<file path="src/gql_pkg.sv">
// Shared constants, codes and types of the glyph quad layout block.
// Depends on nothing; used by the interfaces, the divider, the top level and the checker.
package gql_pkg;

    // Glyph table geometry.
    localparam int GLYPH_ENTRIES = 256;
    localparam int GLYPH_AW      = $clog2(GLYPH_ENTRIES);
    localparam int MAX_QUADS     = 256;

    // Field widths.
    localparam int CP_W   = 21;
    localparam int AX_W   = 11;
    localparam int DIM_W  = 8;
    localparam int OFS_W  = 8;
    localparam int ADV_W  = 9;
    localparam int NUM_W  = AX_W + 1;
    localparam int SLOT_W = 11;
    localparam int POS_W  = 20;
    localparam int TEX_W  = 16;

    // Configuration register widths.
    localparam int LH_W       = 8;
    localparam int ATLAS_W    = 12;
    localparam int CAP_W      = 9;
    localparam int CFG_IDX_W  = 2;
    localparam int CFG_DATA_W = 12;

    // Capacity compare widths.
    localparam int LIM_W  = $clog2(MAX_QUADS + 1);
    localparam int CAPX_W = (CAP_W > LIM_W) ? CAP_W : LIM_W;
    localparam int VLIM_W = ((CAPX_W + 2) > SLOT_W) ? (CAPX_W + 2) : SLOT_W;

    // Quad and divider sequencing.
    localparam int VERTS_PER_QUAD = 4;
    localparam int K_W            = $clog2(VERTS_PER_QUAD);
    localparam int DIV_STEPS      = 4;
    localparam int DIV_CYCLES     = TEX_W / DIV_STEPS;
    localparam int DIV_CNT_W      = $clog2(DIV_CYCLES);

    // Operation codes.
    localparam logic OP_GLYPH_WRITE = 1'b0;
    localparam logic OP_CHAR        = 1'b1;

    // Configuration register indexes.
    localparam logic [CFG_IDX_W-1:0] CFG_LINE_HEIGHT   = 2'd0;
    localparam logic [CFG_IDX_W-1:0] CFG_ATLAS_WIDTH   = 2'd1;
    localparam logic [CFG_IDX_W-1:0] CFG_ATLAS_HEIGHT  = 2'd2;
    localparam logic [CFG_IDX_W-1:0] CFG_QUAD_CAPACITY = 2'd3;

    // Register reset values.
    localparam logic [LH_W-1:0]    RST_LINE_HEIGHT   = 8'd32;
    localparam logic [ATLAS_W-1:0] RST_ATLAS_WIDTH   = 12'd256;
    localparam logic [ATLAS_W-1:0] RST_ATLAS_HEIGHT  = 12'd256;
    localparam logic [CAP_W-1:0]   RST_QUAD_CAPACITY = 9'd64;

    // Newline character code.
    localparam logic [CP_W-1:0] CP_NEWLINE = 21'd10;

    // One glyph table entry.
    typedef struct packed {
        logic [AX_W-1:0]         ax;
        logic [AX_W-1:0]         ay;
        logic [DIM_W-1:0]        w;
        logic [DIM_W-1:0]        h;
        logic signed [OFS_W-1:0] xo;
        logic signed [OFS_W-1:0] yo;
        logic signed [ADV_W-1:0] adv;
    } t_glyph;

    // Status of one texture coordinate divider.
    typedef struct packed {
        logic             done;
        logic [TEX_W-1:0] q;
    } t_div_res;

endpackage

</file>
<file path="src/gql_div.sv">
// Texture coordinate divider: floor(num * 2^16 / den), saturated to 16 bits.
// Depends on gql_pkg; four restoring steps per cycle.
module gql_div (
    input  logic                          i_clk,
    input  logic                          i_rst_n,
    input  logic                          i_start,
    input  logic [gql_pkg::NUM_W-1:0]     i_num,
    input  logic [gql_pkg::ATLAS_W-1:0]   i_den,
    output gql_pkg::t_div_res             o_res
);
    localparam int NUM_W     = gql_pkg::NUM_W;
    localparam int ATLAS_W   = gql_pkg::ATLAS_W;
    localparam int TEX_W     = gql_pkg::TEX_W;
    localparam int DIV_CNT_W = gql_pkg::DIV_CNT_W;
    localparam int CMP_W     = (NUM_W > ATLAS_W) ? NUM_W : ATLAS_W;
    localparam logic [DIV_CNT_W-1:0] CNT_LAST = DIV_CNT_W'(gql_pkg::DIV_CYCLES - 1);

    logic                 r_busy;
    logic [DIV_CNT_W-1:0] r_cnt;
    logic [ATLAS_W-1:0]   r_den;
    logic [ATLAS_W-1:0]   r_rem;
    logic [TEX_W-1:0]     r_q;
    logic                 r_sat;
    logic                 r_zero;
    logic [ATLAS_W-1:0]   n_rem;
    logic [TEX_W-1:0]     n_q;
    logic [ATLAS_W-1:0]   v_rem;
    logic [TEX_W-1:0]     v_q;
    logic [ATLAS_W:0]     v_t;

    // A few restoring steps per cycle; the remainder stays below the divisor.
    always_comb begin
        v_rem = r_rem;
        v_q   = r_q;
        v_t   = '0;
        for (int i = 0; i < gql_pkg::DIV_STEPS; i++) begin
            v_t = {v_rem, 1'b0};
            if (v_t >= {1'b0, r_den}) begin
                v_rem = ATLAS_W'(v_t - {1'b0, r_den});
                v_q   = {v_q[TEX_W-2:0], 1'b1};
            end else begin
                v_rem = ATLAS_W'(v_t);
                v_q   = {v_q[TEX_W-2:0], 1'b0};
            end
        end
        n_rem = v_rem;
        n_q   = v_q;
    end

    // Step counter and busy flag.
    always_ff @(posedge i_clk) begin
        if (!i_rst_n) begin
            r_busy <= 1'b0;
            r_cnt  <= '0;
        end else if (i_start) begin
            r_busy <= 1'b1;
            r_cnt  <= '0;
        end else if (r_busy) begin
            r_cnt <= r_cnt + 1'b1;
            if (r_cnt == CNT_LAST) begin
                r_busy <= 1'b0;
            end
        end
    end

    // Operands and partial quotient. A numerator not below the divisor saturates, but a zero numerator gives zero.
    always_ff @(posedge i_clk) begin
        if (i_start) begin
            r_den  <= i_den;
            r_rem  <= ATLAS_W'(i_num);
            r_q    <= '0;
            r_sat  <= (CMP_W'(i_num) >= CMP_W'(i_den));
            r_zero <= (i_num == '0);
        end else if (r_busy) begin
            r_rem <= n_rem;
            r_q   <= n_q;
        end
    end

    assign o_res.done = r_busy && (r_cnt == CNT_LAST);
    assign o_res.q    = r_zero ? '0 : (r_sat ? '1 : r_q);

endmodule

</file>
<file path="config.mk">
export PLATFORM = sky130hd
export DESIGN_NAME = gql_div
export DESIGN_NICKNAME = d
export VERILOG_FILES = /design/src/gql_pkg.sv /design/src/gql_div.sv
export SDC_FILE = /design/constraint.sdc
export NUM_CORES = 1
export LEC_CHECK = 0
export ABC_AREA = 1
export BUFFER_PORTS_ARGS = -buffer_cell sky130_fd_sc_hd__buf_2
export CAP_MARGIN = 40
export CORE_MARGIN = 2
export CORE_UTILIZATION = 62
export CTS_CLUSTER_DIAMETER = 40
export DETAILED_ROUTE_END_ITERATION = 6
export HOLD_SLACK_MARGIN = 0.1
export PLACE_DENSITY = 0.82
export SYNTH_ARGS = -nofsm -noshare
export SYNTH_HDL_FRONTEND = slang
export SYNTH_SLANG_ARGS = --single-unit
</file>
<file path="constraint.sdc">
create_clock -name i_clk -period 8.37 [get_ports i_clk]
set_input_delay 1.2555 -clock i_clk [delete_from_list [all_inputs] [get_ports i_clk]]
set_output_delay 1.2555 -clock i_clk [all_outputs]
set_load 0.01 [all_outputs]
</file>
# Word level (Yosys, flattened, before mapping)
# Index checks and enable logic that the tools add are counted.
totals:
  reg_bits: 45
  out_inout_bits: 17
  wordCells: 38
classes:
  n_addsub: 5
  order_cmp: 5
  eq_ne: 1
  n_mux: 15
  n_bitwise: 1
  reduce_logical: 4
ops:
  columns: ["operator", "n"]
  rows:
  - ["2-to-1 mux 12 bit", 6]
  - [">= comparator 13 x 12 -> 1 bit", 4]
  - ["subtractor 12 bit", 4]
  - ["2-to-1 mux 16 bit", 2]
  - [">= comparator 12 bit", 1]
  - ["zero test 12 bit", 1]
  - ["2-to-1 mux 1 bit", 7]
  - ["adder 2 x 1 -> 2 bit, second input constant", 1]
  - ["== test 2 bit, second input constant", 1]
  - ["nonzero test 2 bit", 1]
  - ["OR reduction 2 bit", 1]
  - ["logical AND 1 bit", 1]
  - ["inverter 1 bit", 1]

# Longest topological paths before layout
# Gate-level depths: netlist (run 1).
logic_depth:
  word_depth: 10
  mapped_depth: 53
  mapped_depth_nobuf: 49

# Worst setup path before layout (run 1)
# Ideal clock, no wire load.
synth_path:
  path_kind: "reg-to-reg"
  from: "reg r_den[7]"
  to: "reg r_rem[11], data pin"
  setup_time_ns: 0.254
  t_arrival_ns: 6.538
  required_ns: 8.116
  setup_slack_ns: 1.578
  stages_incl_launch_ff: 49
  cell_sequence: "edfxtp_1 inv_1 ha_1 nand2_1 inv_1 nand2_1 nand2_1 a21oi_1 nand3_2 buf_4 buf_2 o21ai_0 inv_1 ha_1 nand2_1 nor2_1 nand4_1 nand3_1 [13 not listed] nand3_1 nand2_1 clkbuf_1 nand3_1 nand2_1 inv_1 ha_1 a21oi_1 o21ai_0 nand2_1 nand3_1 a21oi_1 o21bai_1 a21oi_1 clkbuf_1 nand3_1 nand3_1 nand2_1"
synth_between:
  elab_chain_cells: 10
synth_lines:
  columns: ["item", "line", "source"]
  rows:
  - ["start: declaration", "gql_div.sv:20", "logic [ATLAS_W-1:0] r_den;"]
  - ["start signal: assignment", "gql_div.sv:69", "r_den <= i_den;"]
  - ["subtractor 12 bit or >= comparator 13 x 12 -> 1 bit (tied branches)", "gql_div.sv:39, gql_div.sv:38", null]
  - ["2-to-1 mux 12 bit", "gql_div.sv:38", "if (v_t >= {1'b0, r_den}) begin"]
  - ["subtractor 12 bit or >= comparator 13 x 12 -> 1 bit (tied branches)", "gql_div.sv:39, gql_div.sv:38", null]
  - ["2-to-1 mux 12 bit", "gql_div.sv:38", null]
  - ["subtractor 12 bit or >= comparator 13 x 12 -> 1 bit (tied branches)", "gql_div.sv:39, gql_div.sv:38", null]
  - ["2-to-1 mux 12 bit", "gql_div.sv:38", null]
  - ["subtractor 12 bit or >= comparator 13 x 12 -> 1 bit (tied branches)", "gql_div.sv:39, gql_div.sv:38", null]
  - ["2-to-1 mux 12 bit *", "gql_div.sv:38", null]
  - ["2-to-1 mux 12 bit *", "gql_div.sv:74", "end else if (r_busy) begin"]
  - ["2-to-1 mux 12 bit *", "gql_div.sv:68", "if (i_start) begin"]
  - ["end signal: assignment", "gql_div.sv:70", "r_rem <= ATLAS_W'(i_num);"]
  - ["end signal: assignment", "gql_div.sv:75", "r_rem <= n_rem;"]
  - ["end: declaration", "gql_div.sv:21", "logic [ATLAS_W-1:0] r_rem;"]
# Every way passes the cells marked *; elsewhere a longest branch is shown, timed or not. The select of a mux whose other input is x is not followed.
# A chain may end at the register's enable or synchronous reset.

# Worst setup path after layout (run 1)
layout_path:
  from: "reg r_den[3]"
  to: "reg r_rem[7], data pin"
# Same word-level chain as after synthesis.

==> impl_results.rst, run 1 <==
.. list-table::
   :header-rows: 1

   * - Metric
     - Value
   * - Outcome
     - finished clean
   * - Critical path type
     - reg2reg
   * - Vias per Instance
     - around 5.7
   * - Maximum capacitance violations
     - 0
   * - H-tree depth
     - 2
   * - Crit path max-delay cell type
     - sky130_fd_sc_hd__edfxtp_1
   * - Number of buffers added to fix hold violations after cts
     - 0
   * - Die ar.
     - between 8000 and 9000 µm²
   * - Finished layout cell area
     - roughly 5500 µm²
   * - Wire per inst
     - 15.5 µm
   * - Data required time at the worst endpoint
     - 8.42 ns
   * - EDFF count, synth
     - 26
   * - Mapped cell area
     - roughly 5000 µm²
   * - Parity-gate share of the synthesized area counting xor and xnor cells
     - under 10%
   * - Count of endpoints failing hold in the final timing report
     - 0
   * - Min-Delay Startpoint
     - r_q[15]$_SDFFE_PP0P_
   * - Area of the core
     - 7770 µm²
   * - Max Clock Freq
     - 0.129 GHz
   * - DRC violations left
     - 0
   * - Ratio of cells with drive above 1 in the final layout
     - 10.1%
   * - Most common library cell in the layout ignoring fill and taps
     - sky130_fd_sc_hd__nand2_1
   * - Arrival time of the worst setup path
     - ~8 ns
   * - FILL cells
     - between 600 and 700
   * - Met2 track demand over resource in global routing
     - a little over half
   * - Largest family of logic cells by synthesized area
     - simple AND/OR/NAND/NOR gates
   * - Most used cells in the layout excluding fill and tap cells
     - sky130_fd_sc_hd__nand2_1 (203), sky130_fd_sc_hd__inv_1 (153), sky130_fd_sc_hd__nand3_1 (58), sky130_fd_sc_hd__ha_1 (58), sky130_fd_sc_hd__a21oi_1 (46)
   * - Synth unique cells
     - between 40 and 50
   * - Cell area reported after detailed placement
     - roughly 5300 µm²
   * - Final weighted congestion in routability-driven placement
     - 0.990
   * - Final Skew
     - about 0.0077 ns
   * - Flip-flop cell with the highest count after synthesis
     - sky130_fd_sc_hd__edfxtp_1
   * - Tightest Pin Transition
     - just under 0.7 ns
   * - Total area of sequential cells
     - between 1000 and 1500 µm²
   * - Setup slack, reg-to-reg
     - around 0.59 ns
   * - Unrepaired setup endpoints after global routing
     - false
   * - Clock buffer count from CTS
     - 5
   * - Met3 usage in global routing
     - 5.70%
   * - FP Rows
     - 32
   * - Clock tree root buffer cell
     - sky130_fd_sc_hd__clkbuf_8
   * - Class of the tightest hold or removal check
     - reg2reg
   * - Clock latency at the later pin of the worst-skew pair
     - 0.30 ns
   * - Post-Route WL
     - 14100 µm
   * - Detailed placer's ending HPWL
     - between 10000 and 15000 µm
   * - Most frequent cell on the critical path
     - sky130_fd_sc_hd__nand2_1
   * - Antenna cells
     - 0
   * - CTS clk-pin slew, worst paths
     - ~0.09 ns
   * - Largest net degree at the start of global routing
     - 28
   * - Max Transition Viols Final
     - 0
   * - Synthesized-area fraction occupied by ao, oa, aoi and oai cells
     - 13.6%
   * - Synthesis Warnings
     - 0
   * - Worst-case hold path end point
     - r_q[15]$_SDFFE_PP0P_
   * - Async SR Flop Fraction
     - 0%
   * - Number of port buffers
     - 43
   * - TritonCTS Sinks
     - between 40 and 50
   * - Effective utilization at floorplan
     - between 60% and 70%
   * - Vias in the first global route
     - a little under 5000
   * - Final setup TNS
     - 0 ns
   * - Die span in y
     - 93.9 µm
   * - Met1 layer usage reported by global route
     - between 40% and 50%
   * - Maximum net fanout on the critical path
     - 13
   * - Seq cells post-synth
     - 45
   * - Worst setup EP type
     - flip-flop
   * - Antenna violations before repair
     - 0
   * - Relative slew slack
     - between 50% and 60%
   * - RR Endpoint
     - r_rem[7]$_DFFE_PP_
   * - Die boundary width
     - 93.9 µm
   * - Area overhead of the layout relative to synthesis
     - 9.78%
   * - Worst Hold Path Cells
     - 2
   * - Worst R2R Start
     - r_den[3]$_DFFE_PP_
   * - Number of buffers between clock root and the deepest sink
     - 2
   * - Gate Count Post-Synth
     - around 760
   * - Number of DRC markers after the initial detailed-route iteration
     - 304
   * - Number of nets in the layout
     - a little under 900
   * - CTS tree
     - yes
   * - Time the worst path needs with I/O delays and setup
     - between 7 and 8 ns
   * - Vias
     - a little over 5000
   * - Number of nets still failing antenna checks after routing
     - 0
   * - Worst Reg-to-Reg Cells
     - 45
   * - Setup violators final
     - 0
   * - Initial DRT Pass Iterations
     - 6
   * - Most used routing layer
     - met2
   * - Adder-Cell Fraction of Synth Area
     - 14.9%
   * - Average cell area after synthesis
     - around 6.6 µm²
   * - Largest incremental delay on the critical path
     - around 0.4 ns
   * - Synthesized netlist net count
     - roughly 850
   * - Gr usage total
     - about a third
   * - Crit share post-route
     - approximately 93%
   * - Global-route wire length before repair
     - approximately 23000 µm
   * - Mux share of post-synthesis cell area
     - 0%
   * - Area fraction in and, or, nand and nor cells after synthesis
     - ~28%
   * - Number of placed I/O pins
     - 44
   * - Remaining global-route overflow
     - 0
   * - Combined area of the multi-input logic cells
     - approximately 3200 µm²
   * - Sequential area share after synthesis
     - 23.2%
   * - Kind of launch point of the worst setup path
     - flip-flop
-- metrics by stage --
step                worst slack [ns]  instances  hold WS, ns  util [%]
finish                         0.594        910        0.487      70.9
global route                  0.0354        910        0.510      70.9
CTS                           0.0514        907        0.486      70.1
detailed placement            0.0859        899        0.474      68.8
global placement               0.364        898        0.460      68.4
floorplan                       1.58        763        0.448         -
-- cell type report --
type                            count  share of cell area (%)
Clock inverter                      1                   0.159
Tap cell                          102                    2.32
Timing Repair Buffer               54                    5.77
Clock buffer                        7                    1.77
Inverter                          158                    10.8
Sequential cell                    45                    21.1
Multi-Input combinational cell    543                    58.1
-- cell families (layout without fill, tap and decap cells) --
group | Yosys count | in the layout
AND/OR/NAND/NOR | 327 | 328
buffers and inverters | 176 | 220
AO/OA/AOI/OAI | 119 | 119
adder cells (fa/ha/maj) | 59 | 59
flip-flops | 45 | 45
XOR/XNOR | 37 | 37
-- timing repair --
action	CTS	global route
setup buffers	0	2
endpoints found under the setup margin	0	13
gates resized for setup	0	8
-- routing by layer --
layer  up-vias  part of all wire, %
met1      2367                   42
met3        40                  8.7
met5         -                    0
li1       2559                    -
met4         0                  3.5
met2       224                   46
-- how the worst max path moves through the flow --
stage	cells after the start	to	from
final	45	r_rem[7]$_DFFE_PP_	r_den[3]$_DFFE_PP_
after detailed placement	44	r_rem[7]$_DFFE_PP_	r_den[8]$_DFFE_PP_
after global placement	44	r_rem[7]$_DFFE_PP_	r_den[8]$_DFFE_PP_
after CTS	44	r_rem[7]$_DFFE_PP_	r_den[8]$_DFFE_PP_
after floorplan	48	r_rem[11]$_DFFE_PP_	r_den[7]$_DFFE_PP_
after global routing	46	r_rem[7]$_DFFE_PP_	r_den[3]$_DFFE_PP_
-- synthesized netlist by cell type, types with 9 or more instances --
cell type / number / area [µm²]
sky130_fd_sc_hd__o21ai_0: 24 / 120
sky130_fd_sc_hd__xor2_1: 23 / 201
sky130_fd_sc_hd__dfxtp_1: 19 / 380
sky130_fd_sc_hd__nand2_1: 203 / 762
sky130_fd_sc_hd__nor2_1: 31 / 116
sky130_fd_sc_hd__o21ai_1: 9 / 45.0
sky130_fd_sc_hd__a21oi_1: 48 / 240
sky130_fd_sc_hd__inv_1: 154 / 578
sky130_fd_sc_hd__o22ai_1: 14 / 87.6
sky130_fd_sc_hd__edfxtp_1: 26 / 781
sky130_fd_sc_hd__nand3_1: 58 / 290
sky130_fd_sc_hd__ha_1: 58 / 726
sky130_fd_sc_hd__nand4_1: 11 / 68.8
sky130_fd_sc_hd__xnor2_1: 14 / 123
-- flip-flops by register name, summed over array words and instances (netlist names) --
| name | cells |
|---|---|
| r_q | 16 |
| r_zero | 1 |
| r_sat | 1 |
| r_busy | 1 |
| r_den | 12 |
| r_cnt | 2 |
| r_rem | 12 |
-- worst max-delay path, delay by kind of cell, from the launching register on --
kind | cells | cell delay (ns)
adder cells (fa/ha/maj) | 4 | 1.37
buffers and inverters | 9 | 1.06
AND/OR/NAND/NOR | 26 | 3.73
flip-flops | 1 | 0.39
AO/OA/AOI/OAI | 6 | 0.97
Power of run 1 is left out: the tool's default activity adds up to more than one toggle a clock period on the data nets, which glitch-free logic cannot reach.
==> run 2: changes to the inputs <==
Settings changed: RECOVER_POWER from default to 50, SKIP_CTS_REPAIR_TIMING from default to 1.
==> run 2 against run 1 <==
Wire length grew 0.47%. Critical path depth shrank 1. Maximum frequency about the same. Critical endpoint unchanged. Highest routed layer unchanged. Worst hold slack hardly changed.
==> impl_results.rst, run 2 (synthesis gave the netlist of run 1 again) <==
.. list-table::
   :header-rows: 1

   * - Metric
     - Value
   * - Maximum net fanout on the critical path
     - 13 (unchanged)
   * - CTS tree
     - yes
   * - Clock latency at the later pin of the worst-skew pair
     - 0.30 ns (about the same)
   * - Number of buffers between clock root and the deepest sink
     - 2 (unchanged)
   * - Most common library cell in the layout ignoring fill and taps
     - sky130_fd_sc_hd__nand2_1
   * - Largest incremental delay on the critical path
     - 0.37 ns (-0.02 ns)
   * - Kind of launch point of the worst setup path
     - flip-flop
   * - Number of placed I/O pins
     - 44 (unchanged)
   * - Crit path max-delay cell type
     - sky130_fd_sc_hd__edfxtp_1
   * - Remaining global-route overflow
     - 0 (unchanged)
   * - Maximum capacitance violations
     - 0 (unchanged)
   * - Number of buffers and inverters on the critical path
     - 11 (+2)
   * - Count of endpoints failing hold in the final timing report
     - 0 (unchanged)
   * - Antenna violations before repair
     - 0 (unchanged)
   * - Wire per inst
     - 15.5 µm (+0.47%)
   * - Final Skew
     - 0.00739 ns (-0.000264 ns)
   * - Vias in the first global route
     - 4858 (unchanged)
   * - Area of the core
     - 7770 µm² (unchanged)
   * - Largest net degree at the start of global routing
     - 28 (unchanged)
   * - Number of nets still failing antenna checks after routing
     - 0 (unchanged)
   * - Die span in y
     - 93.9 µm (unchanged)
   * - Class of the tightest hold or removal check
     - reg2reg
   * - Top delay family on crit path
     - simple AND/OR/NAND/NOR gates
   * - RR Endpoint
     - r_rem[7]$_DFFE_PP_
   * - Worst setup EP type
     - flip-flop
   * - Worst R2R Start
     - r_den[11]$_DFFE_PP_
   * - DRC violations left
     - 0 (unchanged)
   * - Effective utilization at floorplan
     - 64.5% (unchanged)
   * - Registers with the most flip-flops
     - r_q: 16 flops, r_den: 12 flops, r_rem: 12 flops
   * - Vias
     - 5198 (+0.15%)
   * - Final setup TNS
     - 0 ns (unchanged)
   * - Critical path type
     - reg2reg
   * - Worst Reg-to-Reg Cells
     - 44 (-2.2%)
   * - Time the worst path needs with I/O delays and setup
     - 7.78 ns (+0.00192 ns)
   * - Ratio of cells with drive above 1 in the final layout
     - 8.42% (-1.7 points)
   * - Max Transition Viols Final
     - 0 (unchanged)
   * - H-tree depth
     - 2 (unchanged)
   * - Die boundary width
     - 93.9 µm (unchanged)
   * - FP Rows
     - 32 (unchanged)
   * - Number of port buffers
     - 43 (unchanged)
   * - Clock tree root buffer cell
     - sky130_fd_sc_hd__clkbuf_8
   * - Antenna cells
     - 0 (unchanged)
   * - Tightest Pin Transition
     - 1.30 ns (+0.624 ns)
   * - Most frequent cell on the critical path
     - sky130_fd_sc_hd__inv_1
   * - CTS clk-pin slew, worst paths
     - 0.09 ns (about the same)
   * - TritonCTS Sinks
     - 45 (unchanged)
   * - Vias per Instance
     - 5.71 (+0.15%)
   * - Final weighted congestion in routability-driven placement
     - 0.990 (unchanged)
   * - Worst Hold Path Cells
     - 2 (unchanged)
   * - Outcome
     - finished clean
   * - Data required time at the worst endpoint
     - 8.41 ns (about the same)
   * - Die ar.
     - 8820 µm² (unchanged)
   * - Number of DRC markers after the initial detailed-route iteration
     - 331 (+8.9%)
   * - Setup violators final
     - 0 (unchanged)
   * - Number of nets in the layout
     - 893 (unchanged)
   * - Initial DRT Pass Iterations
     - 5 (-1)
   * - Global-route wire length before repair
     - 22500 µm (unchanged)
   * - Reg with most FFs
     - r_q
   * - Post-Route WL
     - 14100 µm (+0.47%)
   * - Setup slack, reg-to-reg
     - 0.59 ns (about the same)
   * - Relative slew slack
     - 13.2% (-41 points)
   * - Worst-case hold path end point
     - r_q[13]$_SDFFE_PP0P_
   * - Arrival time of the worst setup path
     - 7.82 ns (about the same)
   * - Min-Delay Startpoint
     - r_q[13]$_SDFFE_PP0P_
   * - Max Clock Freq
     - 0.129 GHz (about the same)
   * - Number of flip-flops in the largest register
     - 16 (unchanged)
   * - Gr usage total
     - 32.8% (unchanged)
   * - Detailed placer's ending HPWL
     - 11600 µm (unchanged)
   * - Crit share post-route
     - 92.9% (about the same)
   * - Clock buffer count from CTS
     - 5 (unchanged)
   * - Most used cells in the layout excluding fill and tap cells
     - sky130_fd_sc_hd__nand2_1 (203), sky130_fd_sc_hd__inv_1 (153), sky130_fd_sc_hd__nand3_1 (58), sky130_fd_sc_hd__ha_1 (58), sky130_fd_sc_hd__a21oi_1 (46)
   * - Area overhead of the layout relative to synthesis
     - 8.98%
   * - Unrepaired setup endpoints after global routing
     - false
## run 2: cell types whose count changed in the layout (fill, tap and decap cells not counted), sizes merged
cell | previous run | this run
buf | 54 | 40
clkbuf | 7 | 21
## run 2: how the worst max path moves through the flow
stage / from / endpoint / slack (ns) / depth (start not counted)
floorplan: r_den[7]$_DFFE_PP_ / r_rem[11]$_DFFE_PP_ / 1.58 / 48
global placement: r_den[8]$_DFFE_PP_ / r_rem[7]$_DFFE_PP_ / 0.36 / 44
detailed placement: r_den[8]$_DFFE_PP_ / r_rem[7]$_DFFE_PP_ / 0.09 / 44
CTS: r_den[8]$_DFFE_PP_ / r_rem[7]$_DFFE_PP_ / 0.05 / 44
global route: r_den[3]$_DFFE_PP_ / r_rem[7]$_DFFE_PP_ / 0.02 / 46
finish: r_den[11]$_DFFE_PP_ / r_rem[7]$_DFFE_PP_ / 0.59 / 44
## run 2: per-layer routing
metal | routed length [µm] | vias up | share of wire, % | global-route usage, %
li1 | - | 2557 | - | -
met5 | 0 | - | 0 | 0
met3 | 1250 | 33 | 8.8 | 5.70
met1 | 5920 | 2387 | 42 | 41.9
met2 | 6540 | 221 | 46 | 54.9
met4 | 437 | 0 | 3.1 | 13.2
## run 2: layout make-up
class	count	area, µm²
Multi-Input combinational cell	543	3200
Tap cell	102	128
Clock inverter	1	8.76
Sequential cell	45	1160
Fill cell	700	2300
Clock buffer	7	97.6
Inverter	158	593
Timing Repair Buffer	54	278
## run 2: metrics by stage
step	cell area, µm²	setup WS, ns	cells	hold WS (ns)	utilization (%)
3_3_place_gp	5310	0.364	898	0.460	68.4
3_5_place_dp	5340	0.0859	899	0.474	68.8
6_report	5460	0.592	910	0.487	70.3
5_1_grt	5460	0.0249	910	0.510	70.3
4_1_cts	5450	0.0514	907	0.486	70.1
2_1_floorplan	5010	1.58	763	0.448	-
## run 2: worst register-to-register path: cells and delay by family (launching register included)
kind	cells	cell delay, ns
buffers and inverters	11	1.28
adder cells (fa/ha/maj)	4	1.32
AO/OA/AOI/OAI	7	1.49
AND/OR/NAND/NOR	22	3.06
flip-flops	1	0.37
Power of run 2 is left out for the same reason.
